File: config.mk
export PLATFORM = sky130hd
export DESIGN_NAME = abde_queue
export DESIGN_NICKNAME = d
export VERILOG_FILES = /design/src/rtl/abde_pkg.sv /design/src/rtl/abde_queue.sv
export SDC_FILE = /design/constraint.sdc
export NUM_CORES = 1
export LEC_CHECK = 0
export CAP_MARGIN = 20
export CORE_AREA = 2 2 207 209
export CTS_CLUSTER_DIAMETER = 100
export CTS_CLUSTER_SIZE = 16
export DETAILED_ROUTE_END_ITERATION = 8
export DIE_AREA = 0 0 209 211
export DONT_BUFFER_PORTS = 1
export PLACE_DENSITY = 0.57
export SYNTH_ARGS = -nofsm -noshare
export SYNTH_HDL_FRONTEND = slang
export SYNTH_SLANG_ARGS = --single-unit
File: constraint.sdc
create_clock -name i_clk -period 20.8 [get_ports i_clk]
set_input_delay 4.16 -clock i_clk [delete_from_list [all_inputs] [get_ports i_clk]]
set_output_delay 4.16 -clock i_clk [all_outputs]
set_load 0.01 [all_outputs]
File: src/rtl/abde_pkg.sv
package abde_pkg;

    localparam int CW = 14;   // signed coordinate width inside the engine

    localparam logic [2:0] CMD_BLEND = 3'd0;
    localparam logic [2:0] CMD_RECT  = 3'd1;
    localparam logic [2:0] CMD_LINE  = 3'd2;
    localparam logic [2:0] CMD_READ  = 3'd3;
    localparam logic [2:0] CMD_CLEAR = 3'd4;

    localparam logic [0:0] REG_WIDTH  = 1'b0;
    localparam logic [0:0] REG_HEIGHT = 1'b1;

    typedef enum logic [2:0] {
        K_NOP,
        K_RECT,
        K_LINE,
        K_READ,
        K_CLEAR
    } t_kind;

    typedef struct packed {
        t_kind                  kind;
        logic signed [CW-1:0]   x0;
        logic signed [CW-1:0]   x1;
        logic signed [CW-1:0]   y0;
        logic signed [CW-1:0]   y1;
        logic signed [CW-1:0]   dx;
        logic signed [CW-1:0]   dy;
        logic signed [31:0]     dot0;
        logic signed [31:0]     crs0;
        logic signed [31:0]     len2;
        logic [47:0]            wl;
        logic [23:0]            color;
        logic [7:0]             alpha;
    } t_job;

    typedef struct packed {
        logic init_done;
    } t_back_stat;

    typedef enum logic [1:0] {
        F_IDLE,
        F_CALC,
        F_PUSH
    } t_fstate;

    typedef enum logic [3:0] {
        B_INIT,
        B_IDLE,
        B_CLR,
        B_LTEST,
        B_LCHK,
        B_RD,
        B_MUL,
        B_WR,
        B_DONE
    } t_bstate;

endpackage

File: src/rtl/abde_queue.sv
module abde_queue (
    input  logic           i_clk,
    input  logic           i_rst_n,
    input  logic           i_push,
    input  abde_pkg::t_job i_job,
    input  logic           i_pop,
    output abde_pkg::t_job o_job,
    output logic           o_full,
    output logic           o_empty
);

    abde_pkg::t_job r_slot [2];
    logic           r_wp, r_rp;
    logic [1:0]     r_cnt;

    assign o_full  = (r_cnt == 2'd2);
    assign o_empty = (r_cnt == 2'd0);
    assign o_job   = r_slot[r_rp];

    always_ff @(posedge i_clk) begin
        if (i_push) begin
            r_slot[r_wp] <= i_job;
        end
    end

    always_ff @(posedge i_clk) begin
        if (!i_rst_n) begin
            r_wp  <= 1'b0;
            r_rp  <= 1'b0;
            r_cnt <= 2'd0;
        end else begin
            if (i_push) begin
                r_wp <= ~r_wp;
            end
            if (i_pop) begin
                r_rp <= ~r_rp;
            end
            r_cnt <= r_cnt + 2'(i_push) - 2'(i_pop);
        end
    end

endmodule

== Word level (Yosys, flattened, before mapping) ==
Memory sizes are Yosys's and may differ from the RTL's. A register that Yosys moved wholly into a read port is not among the register bits.
Cells that the tools add are included.
Storage, ports and cells
  memories: 1
  logic and storage cells: 14
  register bits after elaboration: 4
  bits in writable memories: 526
Memories
  r_slot: depth 2, width 263, read ports 1, clocked after Yosys merged registers in 1, write ports 1, RTL line abde_queue.sv:12  | abde_pkg::t_job r_slot [2];
Cells by class
  mux-type cells: 4
  bitwise gates (word level): 2
  eq/ne operators: 1
  add/sub/neg operators: 2
  reduce and logical (&&, ||, !) cells: 1
Operator list (number)
  1-bit two-way mux: 4
  2-bit by 1-bit adder with 2-bit output: 1
  2-bit equality test, second input constant: 1
  2-bit zero test: 1
  1-bit NOT: 2
  2-bit by 1-bit subtractor with 2-bit output: 1

== Longest topological paths before layout ==
Gate-level depths: netlist of run 1.
  depth after elaboration: 3
  depth in mapped cells: 6
  gate-level depth less buffers: 6

== Worst setup path after synthesis of run 1 ==
OpenSTA, ideal clock, no wires.
  kind: input to register
  from: input port i_push
  to: register r_wp
  buffers on the path: 0
  library setup time: 0.112 ns
  data arrival time: 16.370 ns
  slack: 4.318 ns
  cell stages on the path: 2
  cells stage by stage: nor2b_1 o21a_1
RTL lines
  from (decl): RTL line abde_queue.sv:4  | input logic i_push,
  to (signal assigned): RTL line abde_queue.sv:33  | r_wp <= ~r_wp;
  to (decl): RTL line abde_queue.sv:13  | logic r_wp, r_rp;

==> impl_metrics.env, run 1 <==
export IMPL_drv_cap=0
export IMPL_syn_instance_count=839
export IMPL_grt_pass1_vias=8187
export IMPL_fin_skew_ps=31.1
export IMPL_grt_start_max_net_pins=196
export IMPL_hold_path_class="reg -> reg"
export IMPL_cpPeakStageDelay_ps=950
export IMPL_synth_top_family_by_area="multiplexers"
export IMPL_cts_buffer_depth=3
export IMPL_finalWirelength_um=39300
export IMPL_cts_num_sinks=531
export IMPL_status="completed"
export IMPL_start_util_pct=46.6
export IMPL_synth_area_per_cell_um2=23.2
export IMPL_layout_min_cycle_time_ps=8050
export IMPL_cts_root_buffer="clkbuf_16"
export IMPL_setup_viol=0
export IMPL_rsz0062_at_grt="false"
export IMPL_end_kind="primary output"
export IMPL_arrival_ps=3890
export IMPL_hold_viol_final=0
export IMPL_netlist_area_um2=19500
export IMPL_dieArea_um2=44100
export IMPL_synth_net_count=1108
export IMPL_layout_drive_gt1_share_pct=36.5
export IMPL_synthDistinctLibCells=15
export IMPL_required_ps=16640
export IMPL_dr_total_vias=7764
export IMPL_fin_util_pct=50.4
export IMPL_area_growth_pct=8.16
export IMPL_fmax_ghz=0.124
export IMPL_finalCritPeriodShare_pct=38.7
export IMPL_num_nets_final=1128
export IMPL_dr_first_iter_drc_count=531
export IMPL_ys_flop_type="edfxtp_1"
export IMPL_fill_cells=3249
export IMPL_cts_tree="yes"
export IMPL_crit_fanout=75
export IMPL_coreArea_um2=41800
export IMPL_start_kind="flop"
export IMPL_antenna_left=0
export IMPL_cp_slowest_cell="dfxtp_4"
export IMPL_multi_input_area_um2=3350
export IMPL_vdd_drop_max_uv=72.8
export IMPL_first_pass_iters=4
export IMPL_postCtsSetupRepairBufs=0
export IMPL_crit_chain="buf_4, buf_4, mux2_2"
export IMPL_cts_resized=0
export IMPL_cts_hold_buf=0
export IMPL_rows=75
export IMPL_synth_seq_area_share_pct=81.7
export IMPL_synth_xor_area_share_pct=0.161
export IMPL_wl_per_cell_um=27.9
export IMPL_h_tree_depth=2
export IMPL_worstMarginPinSlew_ps=1170
export IMPL_synthArstFlopShare_pct=0
export IMPL_synth_area_top_cells="edfxtp_1, mux2_2, mux2_4, dfxtp_1, buf_6"
export IMPL_synth_most_common_cell="edfxtp_1"
export IMPL_synth_top_area_share_pct=81.1
export IMPL_netlist_top_cells_count="edfxtp_1, mux2_2, mux2_4, buf_4, buf_2"
export IMPL_slew_headroom_pct=22.0
export IMPL_synth_top_area_cell="edfxtp_1"
export IMPL_drc=0
export IMPL_grt_first_pass_wirelength_um=54200
export IMPL_crit_top_cell="buf_4"
export IMPL_synth_edff_count=526
export IMPL_fp_dieW_um=209
export IMPL_p_per_area_nw_per_um2=99.9
export IMPL_grt_total_usage_pct=17.0
export IMPL_leakage_uw=0.00685
export IMPL_antenna_found_initial=0
export IMPL_slew_violations=0
export IMPL_yosysWarnings=0
export IMPL_path_clk_slew_ps=80
export IMPL_portBuffers=0
export IMPL_path_class="reg -> out"
export IMPL_cts_made_buffers=39
export IMPL_dpl_hpwl_um=27200
export IMPL_clk_insertion_delay_late_ps=570
export IMPL_synth_compound_area_share_pct=0.0386
export IMPL_die_h_um=211
export IMPL_ioPinCount=532
export IMPL_synthSimpleGateAreaFrac_pct=0.276
export IMPL_gp_congestion=0.812
export IMPL_ff_latch_area_um2=15900
export IMPL_synthAdderAreaFrac_pct=0.129
export IMPL_synthMuxAreaShare_pct=16.6
export IMPL_overflow=0
export IMPL_ys_seq_elements=531
export IMPL_tns_ps=0
export IMPL_viasPerCell=5.51
## logic make-up after synthesis
| logic type | Yosys count |
|---|---|
| XOR/XNOR | 2 |
| AND/OR/NAND/NOR | 9 |
| AO/OA/AOI/OAI | 1 |
| multiplexers | 263 |
| buffers and inverters | 31 |
| flip-flops | 531 |
| adder cells (fa/ha/maj) | 2 |
## state kept, by name, summed over array words and instances, names as in the netlist, named ones only
signal / flops
r_cnt: 2
r_wp: 1
r_rp: 1
r_slot: 526
## metrics by stage
step           hold WS [ps]  cells  worst slack, ps  total power, uW  cell area (um2)
5_1_grt                 629   1408            12440             2180            21100
2_1_floorplan           555    839             4320             1440            19500
3_3_place_gp            569   1357            13360             1450            20000
4_1_cts                 602   1408            12590             2130            21100
6_report                592   1409            12750             2100            21100
3_5_place_dp            589   1357            13260             1460            20000
## worst max-delay path: cells and delay by family (launching register included)
family	cells	cell delay [ps]
DFF	1	950
muxes	1	460
buffers and inverters	2	1790
## report_power, final
part           internal (uW)  total, uW  switching, uW
clock network            342        673            331
logic                   69.6        173            103
registers               1240       1260           18.3
## final timing paths
| path | start | to | slack, ps | cells after the start |
|---|---|---|---|---|
| worst max-delay path | flop | o_job[84] | 12750 | 3 |
| worst min register to register | r_rp$_SDFFE_PN0P_ | r_rp$_SDFFE_PN0P_ | 590 | 2 |
| worst min-delay path | r_rp$_SDFFE_PN0P_ | r_rp$_SDFFE_PN0P_ | 590 | 2 |
| worst max register to register | r_wp$_SDFFE_PN0P_ | r_slot[1][234]$_DFFE_PP_ | 18120 | 2 |
## layout make-up
type	instances	share of cell area, %
sequential	531	75.5
multi-input combinational	277	15.9
clock buffer	47	4.78
tap	539	3.20
timing repair buffer	8	0.345
clock inverter	4	0.202
inverter	2	0.0357
antenna	1	0.0119
## cells in the final DEF (no fill, tap or decap), types with 3 or more instances in the layout
cell / n
mux2_2: 193
mux2_4: 70
and2_1: 3
nor2b_1: 3
clkbuf_1: 8
clkbuf_16: 39
inv_6: 3
edfxtp_1: 526
dfxtp_1: 4
buf_4: 7
## per-layer routing
metal	part of all wire, %	vias to the layer above	wire [um]	global-route usage, %
met5	0	-	0	0
met4	3.4	0	1360	7.68
met3	14	75	5470	9.78
met2	50	403	19800	29.5
met1	32	3930	12700	16.4
li1	-	3356	-	-
No activity file was read; power rests on OpenSTA's default activity.
==> inputs of run 2 (changes only) <==
--- a/config.mk
+++ b/config.mk
@@ -6,13 +6,13 @@
 export NUM_CORES = 1
 export LEC_CHECK = 0
 export CAP_MARGIN = 20
-export CORE_AREA = 2 2 207 209
+export CORE_AREA = 2 2 205 207
 export CTS_CLUSTER_DIAMETER = 100
 export CTS_CLUSTER_SIZE = 16
 export DETAILED_ROUTE_END_ITERATION = 8
-export DIE_AREA = 0 0 209 211
+export DIE_AREA = 0 0 207 209
 export DONT_BUFFER_PORTS = 1
-export PLACE_DENSITY = 0.57
+export PLACE_DENSITY = 0.61
 export SYNTH_ARGS = -nofsm -noshare
 export SYNTH_HDL_FRONTEND = slang
 export SYNTH_SLANG_ARGS = --single-unit
==> constraint.sdc (replaced) <==
create_clock -name i_clk -period 6.85 [get_ports i_clk]
set_input_delay 1.37 -clock i_clk [delete_from_list [all_inputs] [get_ports i_clk]]
set_output_delay 1.37 -clock i_clk [all_outputs]
set_load 0.01 [all_outputs]
==> run 2 against run 1 <==
  * Setup slack worse by 9600 ps
  * Via count is 1.5% lower
  * Utilization grew 0.76 points
  * Sequential cell count did not move
  * Die area is 1.9% lower
  * Final cell count up 0.14%
  * Largest power group unchanged
==> impl_metrics.env, run 2 (synthesis results as in run 1) <==
export IMPL_status="completed"
export IMPL_grt_total_usage_pct=16.5
export IMPL_grt_start_max_net_pins=149
export IMPL_leakage_uw=0.00687
export IMPL_wl_met2_um=18800
export IMPL_instances_no_fill=1411
export IMPL_coreArea_um2=41300
export IMPL_worstMarginPinSlew_ps=1280
export IMPL_dp_cells=1355
export IMPL_ioPinCount=532
export IMPL_overflow=0
export IMPL_cts_buffer_depth=3
export IMPL_portBuffers=0
export IMPL_dr_total_vias=7650
export IMPL_fp_dieW_um=207
export IMPL_hold_viol_final=0
export IMPL_gp_congestion=0.763
export IMPL_area_growth_pct=8.57
export IMPL_wl_per_cell_um=26.4
export IMPL_layout_drive_gt1_share_pct=36.0
export IMPL_dr_wl_met3_um=5320
export IMPL_grt_pass1_vias=7959
export IMPL_crit_fanout=148
export IMPL_fin_util_pct=51.2
export IMPL_top_layer="met4"
export IMPL_vdd_drop_max_uv=278
export IMPL_die_h_um=209
export IMPL_first_pass_iters=4
export IMPL_cts_root_buffer="clkbuf_16"
export IMPL_drc=0
export IMPL_cts_hold_buf=0
export IMPL_path_buf_inv=1
export IMPL_fin_skew_ps=16.1
export IMPL_comb_power_share_pct=8.5
export IMPL_place_ws_ps=3530
export IMPL_met1_length_um=12200
export IMPL_p_int_uw=5070
export IMPL_seqPwrFrac_pct=59.0
export IMPL_arrival_ps=2300
export IMPL_dr_first_iter_drc_count=381
export IMPL_required_ps=5480
export IMPL_finalCritPeriodShare_pct=53.6
export IMPL_rsz0062_at_grt="false"
export IMPL_end_kind="primary output"
export IMPL_layout_min_cycle_time_ps=3670
export IMPL_antenna_left=0
export IMPL_dpl_hpwl_um=24800
export IMPL_postLayoutCellArea_um2=21100
export IMPL_registers_top_by_ff_count="r_slot"
export IMPL_cp_slowest_cell="mux2_2"
export IMPL_clkPwrFrac_pct=32.5
export IMPL_finalWirelength_um=37200
export IMPL_num_nets_final=1126
export IMPL_placed_area_um2=20000
export IMPL_antenna_found_initial=0
export IMPL_cts_resized=0
export IMPL_critical_path_top_delay_family="multiplexers"
export IMPL_rows=75
export IMPL_start_util_pct=47.1
export IMPL_slew_headroom_pct=14.9
export IMPL_postCtsSetupRepairBufs=0
export IMPL_setup_slack_ps=3180
export IMPL_final_common_cell="edfxtp_1"
export IMPL_cts_tree="yes"
export IMPL_h_tree_depth=2
export IMPL_hold_path_class="reg -> reg"
export IMPL_path_clk_slew_ps=70
export IMPL_switching_power_uw=1360
export IMPL_cts_num_sinks=531
export IMPL_tns_ps=0
export IMPL_setup_viol=0
export IMPL_reg_top3="r_slot: 526 flops, r_cnt: 2 flops"
export IMPL_cpPeakStageDelay_ps=490
export IMPL_cts_made_buffers=39
export IMPL_slew_violations=0
export IMPL_antennaDiodeCount=0
export IMPL_fmax_ghz=0.272
export IMPL_drv_cap=0
export IMPL_crit_chain="buf_12, mux2_2"
export IMPL_p_per_area_nw_per_um2=304
export IMPL_swShare_pct=21.2
export IMPL_grt_first_pass_wirelength_um=52200
export IMPL_largest_reg_flops=526
export IMPL_final_cell_mix="edfxtp_1, mux2_2, mux2_4"
export IMPL_clk_insertion_delay_late_ps=550
export IMPL_viasPerCell=5.42
export IMPL_dieArea_um2=43300
export IMPL_path_class="reg -> out"
export IMPL_start_kind="flop"
[run 2: cell count changes in the layout (fill, tap and decap cells not counted), sizes merged]
cell / before / now
clkbuf: 47 / 55
diode: 1 / 0
inv: 5 / 2
buf: 8 / 6
[run 2: tightest hold or removal path: stages (launching register included)]
cell and delay (ps):
dfxtp_1 320, xor2_1 70, and2_1 150
[run 2: power groups by stage]
stage,Combinational (uW),Clock (uW),Sequential (uW)
after floorplan,448,0,3870
after detailed placement,556,0,3870
after global placement,559,0,3860
final,544,2090,3800
after global routing,574,2270,3810
after CTS,557,2160,3800
[run 2: worst paths after layout]
path | cells past startpoint | slack, ps | start | endpoint
worst max-delay path | 2 | 3180 | flop | o_job[168]
worst min-delay path | 2 | 570 | r_rp$_SDFFE_PN0P_ | flop
worst max register to register | 2 | 4440 | r_wp$_SDFFE_PN0P_ | r_slot[1][198]$_DFFE_PP_
worst min register to register | 2 | 570 | r_rp$_SDFFE_PN0P_ | flop
[run 2: layer usage]
metal / vias to the layer above / GRT usage, %
met2: 362 / 27.9
met5: - / 0
li1: 3356 / -
met3: 50 / 10.4
met1: 3882 / 16.3
met4: 0 / 6.03
[run 2: through the flow]
stage	power, uW	hold slack [ps]
after floorplan	4320	555
after global placement	4420	560
after detailed placement	4420	564
after CTS	6520	569
after global routing	6650	610
final	6430	569
[run 2: final cells by class]
type	count	area (um2)
clock buffer	55	1080
clock inverter	1	16.3
inverter	2	7.51
sequential	531	15900
tap	539	674
timing repair buffer	6	108
fill	3249	20200
multi-input combinational	277	3350
==> inputs of run 3 (changes only) <==
==> constraint.sdc (replaced) <==
create_clock -name i_clk -period 3.12 [get_ports i_clk]
set_input_delay 0.624 -clock i_clk [delete_from_list [all_inputs] [get_ports i_clk]]
set_output_delay 0.624 -clock i_clk [all_outputs]
set_load 0.01 [all_outputs]
==> run 3 against run 2 <==
  * Die area unchanged
  * Total power increased by 120%
  * Highest routed layer is now met5
  * Largest cell class unchanged
  * Critical path type unchanged
  * Combinational power increased by 120%
==> impl_metrics.env, run 3 (synthesis results as in run 1) <==
export IMPL_fp_dieW_um=207
export IMPL_coreArea_um2=41300
export IMPL_antenna_found_initial=1
export IMPL_cts_made_buffers=39
export IMPL_finalWirelength_um=38300
export IMPL_path_buf_inv=1
export IMPL_p_per_area_nw_per_um2=663
export IMPL_antennaDiodeCount=0
export IMPL_hold_depth=0
export IMPL_reg_top3="r_slot: 526 flops, r_cnt: 2 flops"
export IMPL_num_nets_final=1138
export IMPL_hold_viol_final=0
export IMPL_grt_total_usage_pct=17.0
export IMPL_fin_util_pct=51.5
export IMPL_gp_congestion=0.767
export IMPL_finalCritPeriodShare_pct=88.9
export IMPL_ioPinCount=532
export IMPL_critical_path_top_delay_family="flip-flops"
export IMPL_slew_headroom_pct=55.8
export IMPL_dpl_hpwl_um=26400
export IMPL_cts_resized=0
export IMPL_leakage_uw=0.00695
export IMPL_h_tree_depth=2
export IMPL_grt_start_max_net_pins=109
export IMPL_required_ps=2500
export IMPL_final_cell_mix="edfxtp_1, mux2_2, mux2_4"
export IMPL_overflow=0
export IMPL_dr_total_vias=7681
export IMPL_status="completed"
export IMPL_cpPeakStageDelay_ps=550
export IMPL_first_pass_iters=4
export IMPL_path_clk_slew_ps=70
export IMPL_drc=0
export IMPL_drv_cap=0
export IMPL_grt_first_pass_wirelength_um=53800
export IMPL_layout_drive_gt1_share_pct=37.1
export IMPL_arrival_ps=2150
export IMPL_cts_hold_buf=0
export IMPL_r2r_slack_ps=1360
export IMPL_fin_skew_ps=27.8
export IMPL_setup_viol=0
export IMPL_cts_root_buffer="clkbuf_16"
export IMPL_cts_num_sinks=531
export IMPL_portBuffers=0
export IMPL_crit_chain="buf_12, mux2_2"
export IMPL_rows=75
export IMPL_dr_first_iter_drc_count=523
export IMPL_hp_start="i_job[153]"
export IMPL_path_class="reg -> out"
export IMPL_viasPerCell=5.42
export IMPL_start_kind="flop"
export IMPL_min_to="r_slot[0][153]$_DFFE_PP_"
export IMPL_cts_tree="yes"
export IMPL_multi_input_area_um2=3350
export IMPL_dieArea_um2=43300
export IMPL_worstMarginPinSlew_ps=663
export IMPL_crit_fanout=89
export IMPL_placed_area_um2=20200
export IMPL_slew_violations=0
export IMPL_vdd_drop_max_uv=546
export IMPL_antenna_left=0
export IMPL_reg2reg_to="r_slot[1][148]$_DFFE_PP_"
export IMPL_postLayoutCellArea_um2=21300
export IMPL_cts_buffer_depth=3
export IMPL_reg2reg_depth=2
export IMPL_end_kind="primary output"
export IMPL_start_util_pct=47.1
export IMPL_worstReg2RegStart="r_wp$_SDFFE_PN0P_"
export IMPL_layout_min_cycle_time_ps=2770
export IMPL_wl_per_cell_um=27.1
export IMPL_cp_slowest_cell="dfxtp_4"
export IMPL_registers_top_by_ff_count="r_slot"
export IMPL_area_growth_pct=9.30
export IMPL_fmax_ghz=0.361
export IMPL_rsz0062_at_grt="false"
export IMPL_final_common_cell="edfxtp_1"
export IMPL_postCtsSetupRepairBufs=0
export IMPL_die_h_um=209
export IMPL_fill_cells=3234
export IMPL_ff_latch_area_um2=15900
export IMPL_grt_pass1_vias=7816
export IMPL_hold_path_class="in -> reg"
export IMPL_clk_insertion_delay_late_ps=550
export IMPL_largest_reg_flops=526
-- run 3: stage by stage --
stage / power [uW] / setup WS [ps] / cells / TNS, ps / hold slack [ps]
final: 14100 / 348 / 1417 / 0 / 160
after global routing: 14600 / 256 / 1417 / 0 / 123
after CTS: 14300 / 313 / 1417 / 0 / 119
after detailed placement: 9750 / 937 / 1367 / 0 / 559
after global placement: 9730 / 933 / 1367 / 0 / 569
after floorplan: 9490 / -1880 / 839 / -808620 / 555
-- run 3: per-layer routing --
metal	GRT usage (%)	vias up	share of wire [%]
met3	10.1	55	13
met1	18.1	3879	35
met5	0	-	0.034
met4	5.52	2	2.2
li1	-	3376	-
met2	28.3	369	50
-- run 3: where the power goes --
part           switching [uW]  internal, uW  total [uW]
Clock                    2180          2370        4540
Sequential               87.4          8250        8340
Combinational             725           498        1220
Total                    2990         11100       14100
-- run 3: worst max path at each step --
stage,startpoint,end,cells past startpoint
3_5_place_dp,flop,o_job[53],2
6_report,flop,o_job[53],2
2_1_floorplan,i_push,r_slot[0][0]$_DFFE_PP_,1
3_3_place_gp,flop,o_job[53],2
4_1_cts,flop,o_job[53],2
5_1_grt,flop,o_job[53],2
-- run 3: cell type report --
type	instances	area share (%)
well taps	539	3.17
clock buffers	49	4.96
flip-flops and latches	531	74.7
inverters	2	0.0353
clock inverters	1	0.0764
multi-input cells	277	15.8
repair buffers	18	1.28
